--- src/hw/rtl/lmdd_pkg.sv ---
`default_nettype none

package lmdd_pkg;

    // Field widths of the request and result channels.
    localparam int OP_W     = 2;
    localparam int TID_W    = 4;
    localparam int MID_W    = 6;
    localparam int STATUS_W = 3;

    typedef logic [OP_W-1:0]     op_t;
    typedef logic [TID_W-1:0]    tid_t;
    typedef logic [MID_W-1:0]    mid_t;
    typedef logic [STATUS_W-1:0] status_t;

    // Request commands.
    localparam op_t OP_LOCK     = 2'd0;
    localparam op_t OP_TRY_LOCK = 2'd1;
    localparam op_t OP_UNLOCK   = 2'd2;

    // Result status codes.
    localparam status_t STATUS_GRANTED  = 3'd0;
    localparam status_t STATUS_WAIT     = 3'd1;
    localparam status_t STATUS_BUSY     = 3'd2;
    localparam status_t STATUS_DEADLOCK = 3'd3;
    localparam status_t STATUS_RELEASED = 3'd4;

    // Controller states.
    typedef enum logic [3:0] {
        S_CLEAR,
        S_IDLE,
        S_DECODE,
        S_OWNER,
        S_CHAIN,
        S_CHAIN_WAIT,
        S_CHAIN_OWNER,
        S_SCAN_READ,
        S_SCAN_CHECK,
        S_DONE
    } state_t;

    // Write operations on the owner table.
    typedef enum logic [2:0] {
        OWN_WR_NONE,
        OWN_WR_CLEAR,
        OWN_WR_GRANT,
        OWN_WR_HAND,
        OWN_WR_FREE
    } own_wr_t;

    // Write operations on the wait table.
    typedef enum logic [2:0] {
        WAIT_WR_NONE,
        WAIT_WR_CLEAR,
        WAIT_WR_SET,
        WAIT_WR_DROP,
        WAIT_WR_WAKE
    } wait_wr_t;

    // Commands from the controller to the datapath.
    typedef struct packed {
        logic     load_req;
        logic     clear_step;
        logic     own_rd_chain;
        logic     wait_rd_scan;
        own_wr_t  own_wr;
        wait_wr_t wait_wr;
        logic     chain_start;
        logic     chain_step;
        logic     scan_start;
        logic     scan_step;
        logic     res_set;
        status_t  res_status;
        logic     res_woken;
        logic     out_load;
    } dp_ctl_t;

    // Status from the datapath to the controller.
    typedef struct packed {
        logic req_ok;
        op_t  op;
        logic own_valid;
        logic own_is_req;
        logic cur_is_req;
        logic step_done;
        logic wait_valid;
        logic wait_match;
        logic scan_last;
        logic clear_last;
        logic out_free;
    } dp_stat_t;

endpackage

`default_nettype wire

--- src/hw/rtl/lmdd_if.sv ---
`default_nettype none

// Request channel: one lock, try-lock or unlock request per transfer.
interface lmdd_req_if;
    import lmdd_pkg::*;

    logic valid;
    logic ready;
    op_t  command;
    tid_t thread_id;
    mid_t mutex_id;

    modport source (output valid, output command, output thread_id, output mutex_id,
                    input ready);
    modport sink (input valid, input command, input thread_id, input mutex_id,
                  output ready);
endinterface

// Result channel: one result per request transfer.
interface lmdd_rsp_if;
    import lmdd_pkg::*;

    logic    valid;
    logic    ready;
    status_t status;
    logic    woken_valid;
    tid_t    woken_thread;

    modport source (output valid, output status, output woken_valid, output woken_thread,
                    input ready);
    modport sink (input valid, input status, input woken_valid, input woken_thread,
                  output ready);
endinterface

`default_nettype wire

--- src/hw/rtl/lmdd_ram.sv ---
`default_nettype none

module lmdd_ram #(
    parameter int WIDTH = 8,
    parameter int DEPTH = 16,
    localparam int AW = (DEPTH > 1) ? $clog2(DEPTH) : 1
) (
    input  wire logic             clk,
    input  wire logic             we,
    input  wire logic [AW-1:0]    waddr,
    input  wire logic [WIDTH-1:0] wdata,
    input  wire logic [AW-1:0]    raddr,
    output logic      [WIDTH-1:0] rdata
);

    logic [WIDTH-1:0] mem [DEPTH];

    // One write port and one registered read port.
    always_ff @(posedge clk)
    begin
        if (we)
        begin
            mem[waddr] <= wdata;
        end
        rdata <= mem[raddr];
    end

endmodule

`default_nettype wire

--- src/hw/rtl/lmdd_ctrl.sv ---
`default_nettype none

module lmdd_ctrl (
    input  wire logic               clk,
    input  wire logic               rst_n,
    input  wire logic               in_valid,
    output logic                    in_ready,
    output lmdd_pkg::dp_ctl_t       ctl,
    input  wire lmdd_pkg::dp_stat_t stat
);
    import lmdd_pkg::*;

    state_t state_reg;
    state_t state_next;

    // State register.
    always_ff @(posedge clk or negedge rst_n)
    begin
        if (!rst_n)
        begin
            state_reg <= S_CLEAR;
        end
        else
        begin
            state_reg <= state_next;
        end
    end

    // Next state and datapath commands.
    always_comb
    begin
        state_next  = state_reg;
        in_ready    = 1'b0;
        ctl         = '0;
        ctl.own_wr  = OWN_WR_NONE;
        ctl.wait_wr = WAIT_WR_NONE;

        case (state_reg)
            S_CLEAR:
            begin
                // Sweep both tables back to their empty state after reset.
                ctl.clear_step = 1'b1;
                ctl.own_wr     = OWN_WR_CLEAR;
                ctl.wait_wr    = WAIT_WR_CLEAR;
                if (stat.clear_last)
                begin
                    state_next = S_IDLE;
                end
            end

            S_IDLE:
            begin
                in_ready = 1'b1;
                if (in_valid)
                begin
                    ctl.load_req = 1'b1;
                    state_next   = S_DECODE;
                end
            end

            S_DECODE:
            begin
                // The owner table read of the requested mutex starts here.
                if (!stat.req_ok)
                begin
                    ctl.res_set    = 1'b1;
                    ctl.res_status = STATUS_BUSY;
                    state_next     = S_DONE;
                end
                else if (stat.op == OP_UNLOCK)
                begin
                    ctl.scan_start = 1'b1;
                    state_next     = S_SCAN_READ;
                end
                else
                begin
                    state_next = S_OWNER;
                end
            end

            S_OWNER:
            begin
                if (stat.op == OP_LOCK && stat.own_valid && !stat.own_is_req)
                begin
                    // Owned by another thread: walk the owner chain.
                    ctl.chain_start = 1'b1;
                    state_next      = S_CHAIN;
                end
                else if (stat.op == OP_TRY_LOCK && stat.own_valid)
                begin
                    ctl.res_set    = 1'b1;
                    ctl.res_status = STATUS_BUSY;
                    state_next     = S_DONE;
                end
                else
                begin
                    ctl.own_wr     = OWN_WR_GRANT;
                    ctl.wait_wr    = WAIT_WR_DROP;
                    ctl.res_set    = 1'b1;
                    ctl.res_status = STATUS_GRANTED;
                    state_next     = S_DONE;
                end
            end

            S_CHAIN:
            begin
                if (stat.step_done)
                begin
                    ctl.wait_wr    = WAIT_WR_SET;
                    ctl.res_set    = 1'b1;
                    ctl.res_status = STATUS_WAIT;
                    state_next     = S_DONE;
                end
                else if (stat.cur_is_req)
                begin
                    ctl.res_set    = 1'b1;
                    ctl.res_status = STATUS_DEADLOCK;
                    state_next     = S_DONE;
                end
                else
                begin
                    state_next = S_CHAIN_WAIT;
                end
            end

            S_CHAIN_WAIT:
            begin
                // The current thread's wait entry is on the read port now.
                if (!stat.wait_valid)
                begin
                    ctl.wait_wr    = WAIT_WR_SET;
                    ctl.res_set    = 1'b1;
                    ctl.res_status = STATUS_WAIT;
                    state_next     = S_DONE;
                end
                else
                begin
                    ctl.own_rd_chain = 1'b1;
                    state_next       = S_CHAIN_OWNER;
                end
            end

            S_CHAIN_OWNER:
            begin
                if (!stat.own_valid)
                begin
                    ctl.wait_wr    = WAIT_WR_SET;
                    ctl.res_set    = 1'b1;
                    ctl.res_status = STATUS_WAIT;
                    state_next     = S_DONE;
                end
                else
                begin
                    ctl.chain_step = 1'b1;
                    state_next     = S_CHAIN;
                end
            end

            S_SCAN_READ:
            begin
                ctl.wait_rd_scan = 1'b1;
                state_next       = S_SCAN_CHECK;
            end

            S_SCAN_CHECK:
            begin
                // Lowest-numbered waiter on this mutex becomes the owner.
                if (stat.wait_valid && stat.wait_match)
                begin
                    ctl.own_wr     = OWN_WR_HAND;
                    ctl.wait_wr    = WAIT_WR_WAKE;
                    ctl.res_set    = 1'b1;
                    ctl.res_status = STATUS_RELEASED;
                    ctl.res_woken  = 1'b1;
                    state_next     = S_DONE;
                end
                else if (stat.scan_last)
                begin
                    ctl.own_wr     = OWN_WR_FREE;
                    ctl.res_set    = 1'b1;
                    ctl.res_status = STATUS_RELEASED;
                    state_next     = S_DONE;
                end
                else
                begin
                    ctl.scan_step = 1'b1;
                    state_next    = S_SCAN_READ;
                end
            end

            S_DONE:
            begin
                if (stat.out_free)
                begin
                    ctl.out_load = 1'b1;
                    state_next   = S_IDLE;
                end
            end

            default:
            begin
                state_next = S_CLEAR;
            end
        endcase
    end

endmodule

`default_nettype wire

--- src/hw/rtl/lmdd_dp.sv ---
`default_nettype none

module lmdd_dp #(
    parameter int THREADS = 16,
    parameter int MUTEXES = 64
) (
    input  wire logic              clk,
    input  wire logic              rst_n,
    input  wire lmdd_pkg::dp_ctl_t ctl,
    output lmdd_pkg::dp_stat_t     stat,
    input  wire lmdd_pkg::op_t     in_command,
    input  wire lmdd_pkg::tid_t    in_thread_id,
    input  wire lmdd_pkg::mid_t    in_mutex_id,
    output logic                   out_valid,
    input  wire logic              out_ready,
    output lmdd_pkg::status_t      out_status,
    output logic                   out_woken_valid,
    output lmdd_pkg::tid_t         out_woken_thread
);
    import lmdd_pkg::*;

    localparam int TW     = $clog2(THREADS);
    localparam int MW     = $clog2(MUTEXES);
    localparam int SW     = $clog2(THREADS + 1);
    localparam int MAXD   = (THREADS > MUTEXES) ? THREADS : MUTEXES;
    localparam int CW     = $clog2(MAXD);
    localparam int OWN_W  = TW + 1;
    localparam int WAIT_W = MW + 1;

    // Request registers.
    op_t           op_reg;
    logic [TW-1:0] tid_reg;
    logic [MW-1:0] mid_reg;
    logic          ok_reg;

    // Chain walk, scan and clearing counters.
    logic [TW-1:0] cur_reg;
    logic [TW-1:0] cur_next;
    logic [SW-1:0] step_reg;
    logic [SW-1:0] step_next;
    logic [TW-1:0] scan_reg;
    logic [TW-1:0] scan_next;
    logic [CW-1:0] clr_reg;
    logic [CW-1:0] clr_next;

    // Pending result and output register.
    status_t res_status_reg;
    logic    res_wv_reg;
    tid_t    res_wt_reg;
    logic    out_valid_reg;
    logic    out_valid_next;
    status_t out_status_reg;
    logic    out_wv_reg;
    tid_t    out_wt_reg;

    // Table ports.
    logic              own_we;
    logic [MW-1:0]     own_waddr;
    logic [OWN_W-1:0]  own_wdata;
    logic [MW-1:0]     own_raddr;
    logic [OWN_W-1:0]  own_rdata;
    logic              wait_we;
    logic [TW-1:0]     wait_waddr;
    logic [WAIT_W-1:0] wait_wdata;
    logic [TW-1:0]     wait_raddr;
    logic [WAIT_W-1:0] wait_rdata;

    logic          own_rd_valid;
    logic [TW-1:0] own_rd_thread;
    logic          wait_rd_valid;
    logic [MW-1:0] wait_rd_mutex;

    logic [31:0] in_tid_wide;
    logic [31:0] in_mid_wide;
    logic [31:0] scan_wide;
    logic [31:0] clr_wide;
    logic        in_op_known;

    assign in_tid_wide = 32'(in_thread_id);
    assign in_mid_wide = 32'(in_mutex_id);
    assign scan_wide   = 32'(scan_reg);
    assign clr_wide    = 32'(clr_reg);
    assign in_op_known = (in_command == OP_LOCK) || (in_command == OP_TRY_LOCK)
                         || (in_command == OP_UNLOCK);

    // Capture the request; out-of-range fields and unknown commands are flagged here.
    always_ff @(posedge clk)
    begin
        if (ctl.load_req)
        begin
            op_reg  <= in_command;
            tid_reg <= in_tid_wide[TW-1:0];
            mid_reg <= in_mid_wide[MW-1:0];
            ok_reg  <= in_op_known && (in_tid_wide < 32'(THREADS))
                       && (in_mid_wide < 32'(MUTEXES));
        end
    end

    // Owner table: a valid bit and the owning thread for each mutex.
    lmdd_ram #(
        .WIDTH (OWN_W),
        .DEPTH (MUTEXES)
    ) u_own_ram (
        .clk   (clk),
        .we    (own_we),
        .waddr (own_waddr),
        .wdata (own_wdata),
        .raddr (own_raddr),
        .rdata (own_rdata)
    );

    // Wait table: a valid bit and the awaited mutex for each thread.
    lmdd_ram #(
        .WIDTH (WAIT_W),
        .DEPTH (THREADS)
    ) u_wait_ram (
        .clk   (clk),
        .we    (wait_we),
        .waddr (wait_waddr),
        .wdata (wait_wdata),
        .raddr (wait_raddr),
        .rdata (wait_rdata)
    );

    assign own_rd_valid  = own_rdata[TW];
    assign own_rd_thread = own_rdata[TW-1:0];
    assign wait_rd_valid = wait_rdata[MW];
    assign wait_rd_mutex = wait_rdata[MW-1:0];

    // Read addresses: the chain follows the waited-for mutex, the scan walks all threads.
    assign own_raddr  = ctl.own_rd_chain ? wait_rd_mutex : mid_reg;
    assign wait_raddr = ctl.wait_rd_scan ? scan_reg : cur_reg;

    // Owner table writes.
    always_comb
    begin
        own_we    = 1'b0;
        own_waddr = mid_reg;
        own_wdata = '0;
        case (ctl.own_wr)
            OWN_WR_NONE:
            begin
                own_we = 1'b0;
            end
            OWN_WR_CLEAR:
            begin
                own_we    = clr_wide < 32'(MUTEXES);
                own_waddr = clr_reg[MW-1:0];
            end
            OWN_WR_GRANT:
            begin
                own_we    = 1'b1;
                own_wdata = {1'b1, tid_reg};
            end
            OWN_WR_HAND:
            begin
                own_we    = 1'b1;
                own_wdata = {1'b1, scan_reg};
            end
            OWN_WR_FREE:
            begin
                own_we = 1'b1;
            end
            default:
            begin
                own_we = 1'b0;
            end
        endcase
    end

    // Wait table writes.
    always_comb
    begin
        wait_we    = 1'b0;
        wait_waddr = tid_reg;
        wait_wdata = '0;
        case (ctl.wait_wr)
            WAIT_WR_NONE:
            begin
                wait_we = 1'b0;
            end
            WAIT_WR_CLEAR:
            begin
                wait_we    = clr_wide < 32'(THREADS);
                wait_waddr = clr_reg[TW-1:0];
            end
            WAIT_WR_SET:
            begin
                wait_we    = 1'b1;
                wait_wdata = {1'b1, mid_reg};
            end
            WAIT_WR_DROP:
            begin
                wait_we = 1'b1;
            end
            WAIT_WR_WAKE:
            begin
                wait_we    = 1'b1;
                wait_waddr = scan_reg;
            end
            default:
            begin
                wait_we = 1'b0;
            end
        endcase
    end

    // Counter next values.
    always_comb
    begin
        clr_next  = ctl.clear_step ? clr_reg + CW'(1) : clr_reg;
        cur_next  = (ctl.chain_start || ctl.chain_step) ? own_rd_thread : cur_reg;
        step_next = step_reg;
        if (ctl.chain_start)
        begin
            step_next = '0;
        end
        else if (ctl.chain_step)
        begin
            step_next = step_reg + SW'(1);
        end
        scan_next = scan_reg;
        if (ctl.scan_start)
        begin
            scan_next = '0;
        end
        else if (ctl.scan_step)
        begin
            scan_next = scan_reg + TW'(1);
        end
    end

    // Output register is freed by a transfer and refilled by the controller.
    always_comb
    begin
        out_valid_next = out_valid_reg;
        if (ctl.out_load)
        begin
            out_valid_next = 1'b1;
        end
        else if (out_ready)
        begin
            out_valid_next = 1'b0;
        end
    end

    always_ff @(posedge clk or negedge rst_n)
    begin
        if (!rst_n)
        begin
            clr_reg       <= '0;
            cur_reg       <= '0;
            step_reg      <= '0;
            scan_reg      <= '0;
            out_valid_reg <= 1'b0;
        end
        else
        begin
            clr_reg       <= clr_next;
            cur_reg       <= cur_next;
            step_reg      <= step_next;
            scan_reg      <= scan_next;
            out_valid_reg <= out_valid_next;
        end
    end

    // Result payload; the woken thread reads zero when nobody was handed the mutex.
    always_ff @(posedge clk)
    begin
        if (ctl.res_set)
        begin
            res_status_reg <= ctl.res_status;
            res_wv_reg     <= ctl.res_woken;
            res_wt_reg     <= ctl.res_woken ? scan_wide[TID_W-1:0] : '0;
        end
        if (ctl.out_load)
        begin
            out_status_reg <= res_status_reg;
            out_wv_reg     <= res_wv_reg;
            out_wt_reg     <= res_wt_reg;
        end
    end

    // Status toward the controller.
    always_comb
    begin
        stat.req_ok     = ok_reg;
        stat.op         = op_reg;
        stat.own_valid  = own_rd_valid;
        stat.own_is_req = own_rd_thread == tid_reg;
        stat.cur_is_req = cur_reg == tid_reg;
        stat.step_done  = step_reg == SW'(THREADS);
        stat.wait_valid = wait_rd_valid;
        stat.wait_match = wait_rd_mutex == mid_reg;
        stat.scan_last  = scan_reg == TW'(THREADS - 1);
        stat.clear_last = clr_wide == 32'(MAXD - 1);
        stat.out_free   = !out_valid_reg || out_ready;
    end

    assign out_valid        = out_valid_reg;
    assign out_status       = out_status_reg;
    assign out_woken_valid  = out_wv_reg;
    assign out_woken_thread = out_wt_reg;

endmodule

`default_nettype wire

--- src/hw/rtl/lock_manager_deadlock_detect.sv ---
`default_nettype none

// Lock manager with deadlock detection. Each request transfer carries a lock, try-lock or
// unlock command for one thread and one mutex and yields exactly one result transfer. A lock
// on a free or self-owned mutex is granted; a lock on another thread's mutex walks the owner
// chain and either reports a deadlock or leaves the thread waiting; unlock hands the mutex to
// the lowest-numbered waiter. Requests are handled one at a time, and the next request is
// taken while the previous result waits in the output register. After reset the block sweeps
// both tables with req.ready low. Every chain step reads the wait table and then the owner
// table through their single read ports, and an unlock scans the wait table one thread at a
// time, starting from thread 0.
module lock_manager_deadlock_detect #(
    parameter int THREADS = 16,
    parameter int MUTEXES = 64
) (
    input wire logic clk,
    input wire logic rst_n,
    lmdd_req_if.sink   req,
    lmdd_rsp_if.source rsp
);
    import lmdd_pkg::*;

    dp_ctl_t  ctl;
    dp_stat_t stat;
    logic     in_ready;

    lmdd_ctrl u_ctrl (
        .clk      (clk),
        .rst_n    (rst_n),
        .in_valid (req.valid),
        .in_ready (in_ready),
        .ctl      (ctl),
        .stat     (stat)
    );

    lmdd_dp #(
        .THREADS (THREADS),
        .MUTEXES (MUTEXES)
    ) u_dp (
        .clk              (clk),
        .rst_n            (rst_n),
        .ctl              (ctl),
        .stat             (stat),
        .in_command       (req.command),
        .in_thread_id     (req.thread_id),
        .in_mutex_id      (req.mutex_id),
        .out_valid        (rsp.valid),
        .out_ready        (rsp.ready),
        .out_status       (rsp.status),
        .out_woken_valid  (rsp.woken_valid),
        .out_woken_thread (rsp.woken_thread)
    );

    assign req.ready = in_ready;

endmodule

`default_nettype wire

--- src/flat_wrapper.sv ---
// flat-port wrapper written by rule: the top's interface ports become plain ports
module lock_manager_deadlock_detect_flat import lmdd_pkg::*;
#(
    parameter int THREADS = 16,
    parameter int MUTEXES = 64
)
  (clk, rst_n, req_valid, req_command, req_thread_id, req_mutex_id, req_ready, rsp_valid, rsp_status, rsp_woken_valid, rsp_woken_thread, rsp_ready);
  lmdd_req_if req_i ();
  lmdd_rsp_if rsp_i ();
  input wire logic clk;
  input wire logic rst_n;
  input wire logic [$bits(req_i.valid)-1:0] req_valid;
  input wire logic [$bits(req_i.command)-1:0] req_command;
  input wire logic [$bits(req_i.thread_id)-1:0] req_thread_id;
  input wire logic [$bits(req_i.mutex_id)-1:0] req_mutex_id;
  output wire logic [$bits(req_i.ready)-1:0] req_ready;
  output wire logic [$bits(rsp_i.valid)-1:0] rsp_valid;
  output wire logic [$bits(rsp_i.status)-1:0] rsp_status;
  output wire logic [$bits(rsp_i.woken_valid)-1:0] rsp_woken_valid;
  output wire logic [$bits(rsp_i.woken_thread)-1:0] rsp_woken_thread;
  input wire logic [$bits(rsp_i.ready)-1:0] rsp_ready;
  assign req_i.valid = req_valid;
  assign req_i.command = req_command;
  assign req_i.thread_id = req_thread_id;
  assign req_i.mutex_id = req_mutex_id;
  assign req_ready = req_i.ready;
  assign rsp_valid = rsp_i.valid;
  assign rsp_status = rsp_i.status;
  assign rsp_woken_valid = rsp_i.woken_valid;
  assign rsp_woken_thread = rsp_i.woken_thread;
  assign rsp_i.ready = rsp_ready;
  lock_manager_deadlock_detect #(.THREADS(THREADS), .MUTEXES(MUTEXES)) u_core (.clk(clk), .rst_n(rst_n), .req(req_i), .rsp(rsp_i));
endmodule
--- config.mk ---
export PLATFORM = sky130hd
export DESIGN_NAME = lock_manager_deadlock_detect_flat
export DESIGN_NICKNAME = d
export VERILOG_FILES = /design/src/hw/rtl/lmdd_pkg.sv /design/src/hw/rtl/lmdd_if.sv /design/src/hw/rtl/lmdd_ram.sv /design/src/hw/rtl/lmdd_ctrl.sv /design/src/hw/rtl/lmdd_dp.sv /design/src/hw/rtl/lock_manager_deadlock_detect.sv /design/src/flat_wrapper.sv
export SDC_FILE = /design/constraint.sdc
export NUM_CORES = 1
export LEC_CHECK = 0
export BUFFER_PORTS_ARGS = -buffer_cell sky130_fd_sc_hd__buf_4
export CAP_MARGIN = 0
export CORE_MARGIN = 2
export CORE_UTILIZATION = 50
export DETAILED_ROUTE_END_ITERATION = 6
export GPL_ROUTABILITY_DRIVEN = 0
export PLACE_DENSITY = 0.66
export RECOVER_POWER = 25
export SYNTH_ARGS = -nofsm -noshare
export SYNTH_HDL_FRONTEND = slang
export SYNTH_HIERARCHICAL = 1
export SYNTH_SLANG_ARGS = --single-unit
--- constraint.sdc ---
create_clock -name clk -period 4.4 [get_ports clk]
set_input_delay 1.1 -clock clk [delete_from_list [all_inputs] [get_ports clk]]
set_output_delay 1.1 -clock clk [all_outputs]
set_load 0.02 [all_outputs]
==> flow_summary.toml <==
[power]
fin_total_pwr_uw = 9240
p_leak_uw = 0.00619
p_per_area_nw_per_um2 = 405
peakVddDrop_uv = 270

[layout]
largest_reg_flops = 320
final_cell_mix = "edfxtp_1 (461), nor2_1 (98), mux4_2 (77)"
final_util_pct = 57.1
layout_commonest_cell = "edfxtp_1"
biggestRegsByFlops = "u_core/u_dp/u_own_ram/mem (320), u_core/u_dp/u_wait_ram/mem (112), u_core/u_dp/u_wait_ram/rdata (7)"
diodes = 0
area_delta_synth_final_pct = 12.2
final_area_um2 = 22800
nNetsFinal = 1186
largest_register = "u_core/u_dp/u_own_ram/mem"
drive_above_1_share_pct = 21.7
instances_no_fill = 1730
fillers = 2946

[critical_path]
worstSetupPathType = "register to register"
startpoint_type = "register"
crit_fanout = 10
crit_required_ns = 4.61
max_stage_delay_ns = 0.53
crit_arrival_ns = 4.44
endpoint_kind = "register"
cp_cell_sequence = "xor2_1 > nor4_1 > or4b_4 > and3_4 > nand2_1 > o21ai_0 > nor3b_4 > mux2_2 > nor2b_1 > nand3_1 > nor2_1"
slowest_stage = "nor2_1"
r2r_cells = 11

[cts]
clkTransAtPathRegs_ns = 0.06
cts-root-buf = "clkbuf_16"
cts.sinks = 497
cts_buffers = 48
cts_htree_levels = 2
cts_buffer_depth = 3
insertion_delay_ns = 0.56
cts_tree = "done"

[detailed_routing]
drt-initial-drc-count = 1138
wire_per_inst_um = 25.4
first_pass_iters = 5
vias_per_cell = 6.04
wirelength_um = 44000
detail-route-antenna-nets = 0
drc = 0
vias = 10400

[grt]
grtUsageMet2_pct = 33.6
grt-ovfl-total = 0
top_usage_layer = "met2"
use_met1_pct = 30.9
grt_pass1_wl_um = 66200
antenna_found_initial = 0
grt_util_all_layers_pct = 21.4
grt_pass1_vias = 10500
grt_max_degree = 65
met3_usage_pct = 4.10

[timing]
fmax_ghz = 0.237
finalMaxSlewViolations = 25
period_minus_slack_ns = 4.22
worstMarginPinSlew_ns = 1.53
finalHoldViolCount = 0
fin_crit_sh_pct = 96.0
tns_ns = 0
finalSetupViolCount = 0
rsz0062_at_grt = "yes"
slew_headroom_pct = -2.06
skew_ns = 0.0215

[min_path]
whs_path_depth = 0
holdCritPathClass = "register to register"

[die]
initial_core_util_pct = 50.9
num_rows = 73
die_h_um = 206
die_x_um = 206
die_area_um2 = 42300
ios = 26
core_area_um2 = 39900

[synthesis]
synth_async_sr_flop_share_pct = 4.83
yosysTopAreaCell = "edfxtp_1"
synthCells = 1092
syn_area_per_cell_um2 = 18.6
synth_top_area_share_pct = 68.1
synth_edf_count = 461
synthFlopType = "edfxtp_1"
synth_nets = 1112
ys_seq_elements = 497
netlist_top_cells_area = "edfxtp_1 (68%), mux4_2 (8.5%), mux4_1 (4.0%), dfrtp_1 (3.0%), nor2_1 (2.0%)"
yosysUniqueCellTypes = 64
synthesis.area_um2 = 20300
synth_warnings = 6
seq_area_frac_synth_pct = 72.2

[outcome]
violations = "capacitance limit, slew limit"
status = "finished with violations"

[placement]
hpwl_um = 27700
io_buffers = 25
place_inst = 1641
place_area_um2 = 21300

[flow_run]
maxCapViolCount = 1
## worst paths after layout
kind	from	end	slack [ns]
max in group asynchronous	rst_n	u_core/u_dp/clr_reg[3]$_DFFE_PN0P_	2.59
worst min-delay path	u_core/u_dp/res_wt_reg[3]$_SDFFCE_PN0P_	u_core/u_dp/out_woken_thread[3]$_DFFE_PP_	0.42
worst max-delay path	u_core/u_dp/tid_reg[1]$_DFFE_PP_	u_core/u_dp/u_own_ram/mem[21][1]$_DFFE_PP_	0.18
worst min register to register	u_core/u_dp/res_wt_reg[3]$_SDFFCE_PN0P_	u_core/u_dp/out_woken_thread[3]$_DFFE_PP_	0.42
worst max register to register	u_core/u_dp/tid_reg[1]$_DFFE_PP_	u_core/u_dp/u_own_ram/mem[21][1]$_DFFE_PP_	0.18
min in group asynchronous	rst_n	u_core/u_dp/scan_reg[1]$_DFFE_PN0P_	0.92
## cell usage after synthesis, types with 8 or more instances
cell,n
xnor2_1,10
mux4_1,31
nand4_1,8
nor2b_1,19
nor4_1,8
and3_1,12
xor2_1,17
buf_2,15
o21ai_0,11
mux4_2,77
nand3_1,10
a22oi_1,18
dfxtp_1,12
mux2_2,34
nor3_1,14
nor2_1,107
nand2b_1,10
clkbuf_1,21
a21oi_1,9
mux2i_1,13
dfrtp_1,24
nand2_1,35
buf_6,8
o22ai_1,15
edfxtp_1,461
## where the power goes
part / total (µW) / internal (µW) / switching [µW]
registers: 5090 / 5090 / 0
logic: 14.8 / 4.11 / 10.7
clock network: 4140 / 2440 / 1700
total: 9240 / 7530 / 1710
## cells by family (layout without fill, tap and decap cells)
group                    count (synthesis)  count (layout)  synth area share, %
flip-flops                             497             497                 72.2
AND/OR/NAND/NOR                        262             262                 6.45
XOR/XNOR                                27              27                 1.16
multiplexers                           155             155                 15.1
adder cells (fa/ha/maj)                  4               4                0.246
AO/OA/AOI/OAI                           86              86                 2.92
buffers and inverters                   61             174                 1.91
## layout make-up
type	count	area (µm²)	share of cell area [%]
Sequential cell	497	14700	64.4
Tap cell	525	657	2.88
Multi-Input combinational cell	534	5300	23.3
Inverter	3	11.3	0.0494
Clock inverter	26	267	1.17
Timing Repair Buffer	82	538	2.36
Clock buffer	63	1340	5.88
## worst max-delay path, delay by kind of cell, from the launching register on
kind	cells	cell delay, ns
flops	1	0.46
compound gates	1	0.28
xor+xnor	1	0.19
simple gates	8	2.47
mux	1	0.46
## layer usage
metal / routed length, µm / up-vias
met2: 21000 / 426
met4: 859 / 0
met1: 18800 / 5395
li1: - / 4564
met3: 3340 / 64
met5: 0 / -
## through the flow
step / hold WS (ns) / setup slack, ns
finish: 0.422 / 0.176
global placement: 0.402 / 0.339
floorplan: 0.400 / 0.630
detailed placement: 0.406 / 0.236
CTS: 0.420 / 0.249
global route: 0.422 / -0.0645
## timing repair
action | in CTS | in global routing
setup endpoints to repair | 0 | 70
resized for setup | 0 | 6
setup buffers | 0 | 0
hold buffers | 0 | 0
Note: power is estimated with default switching activity, not from simulation.
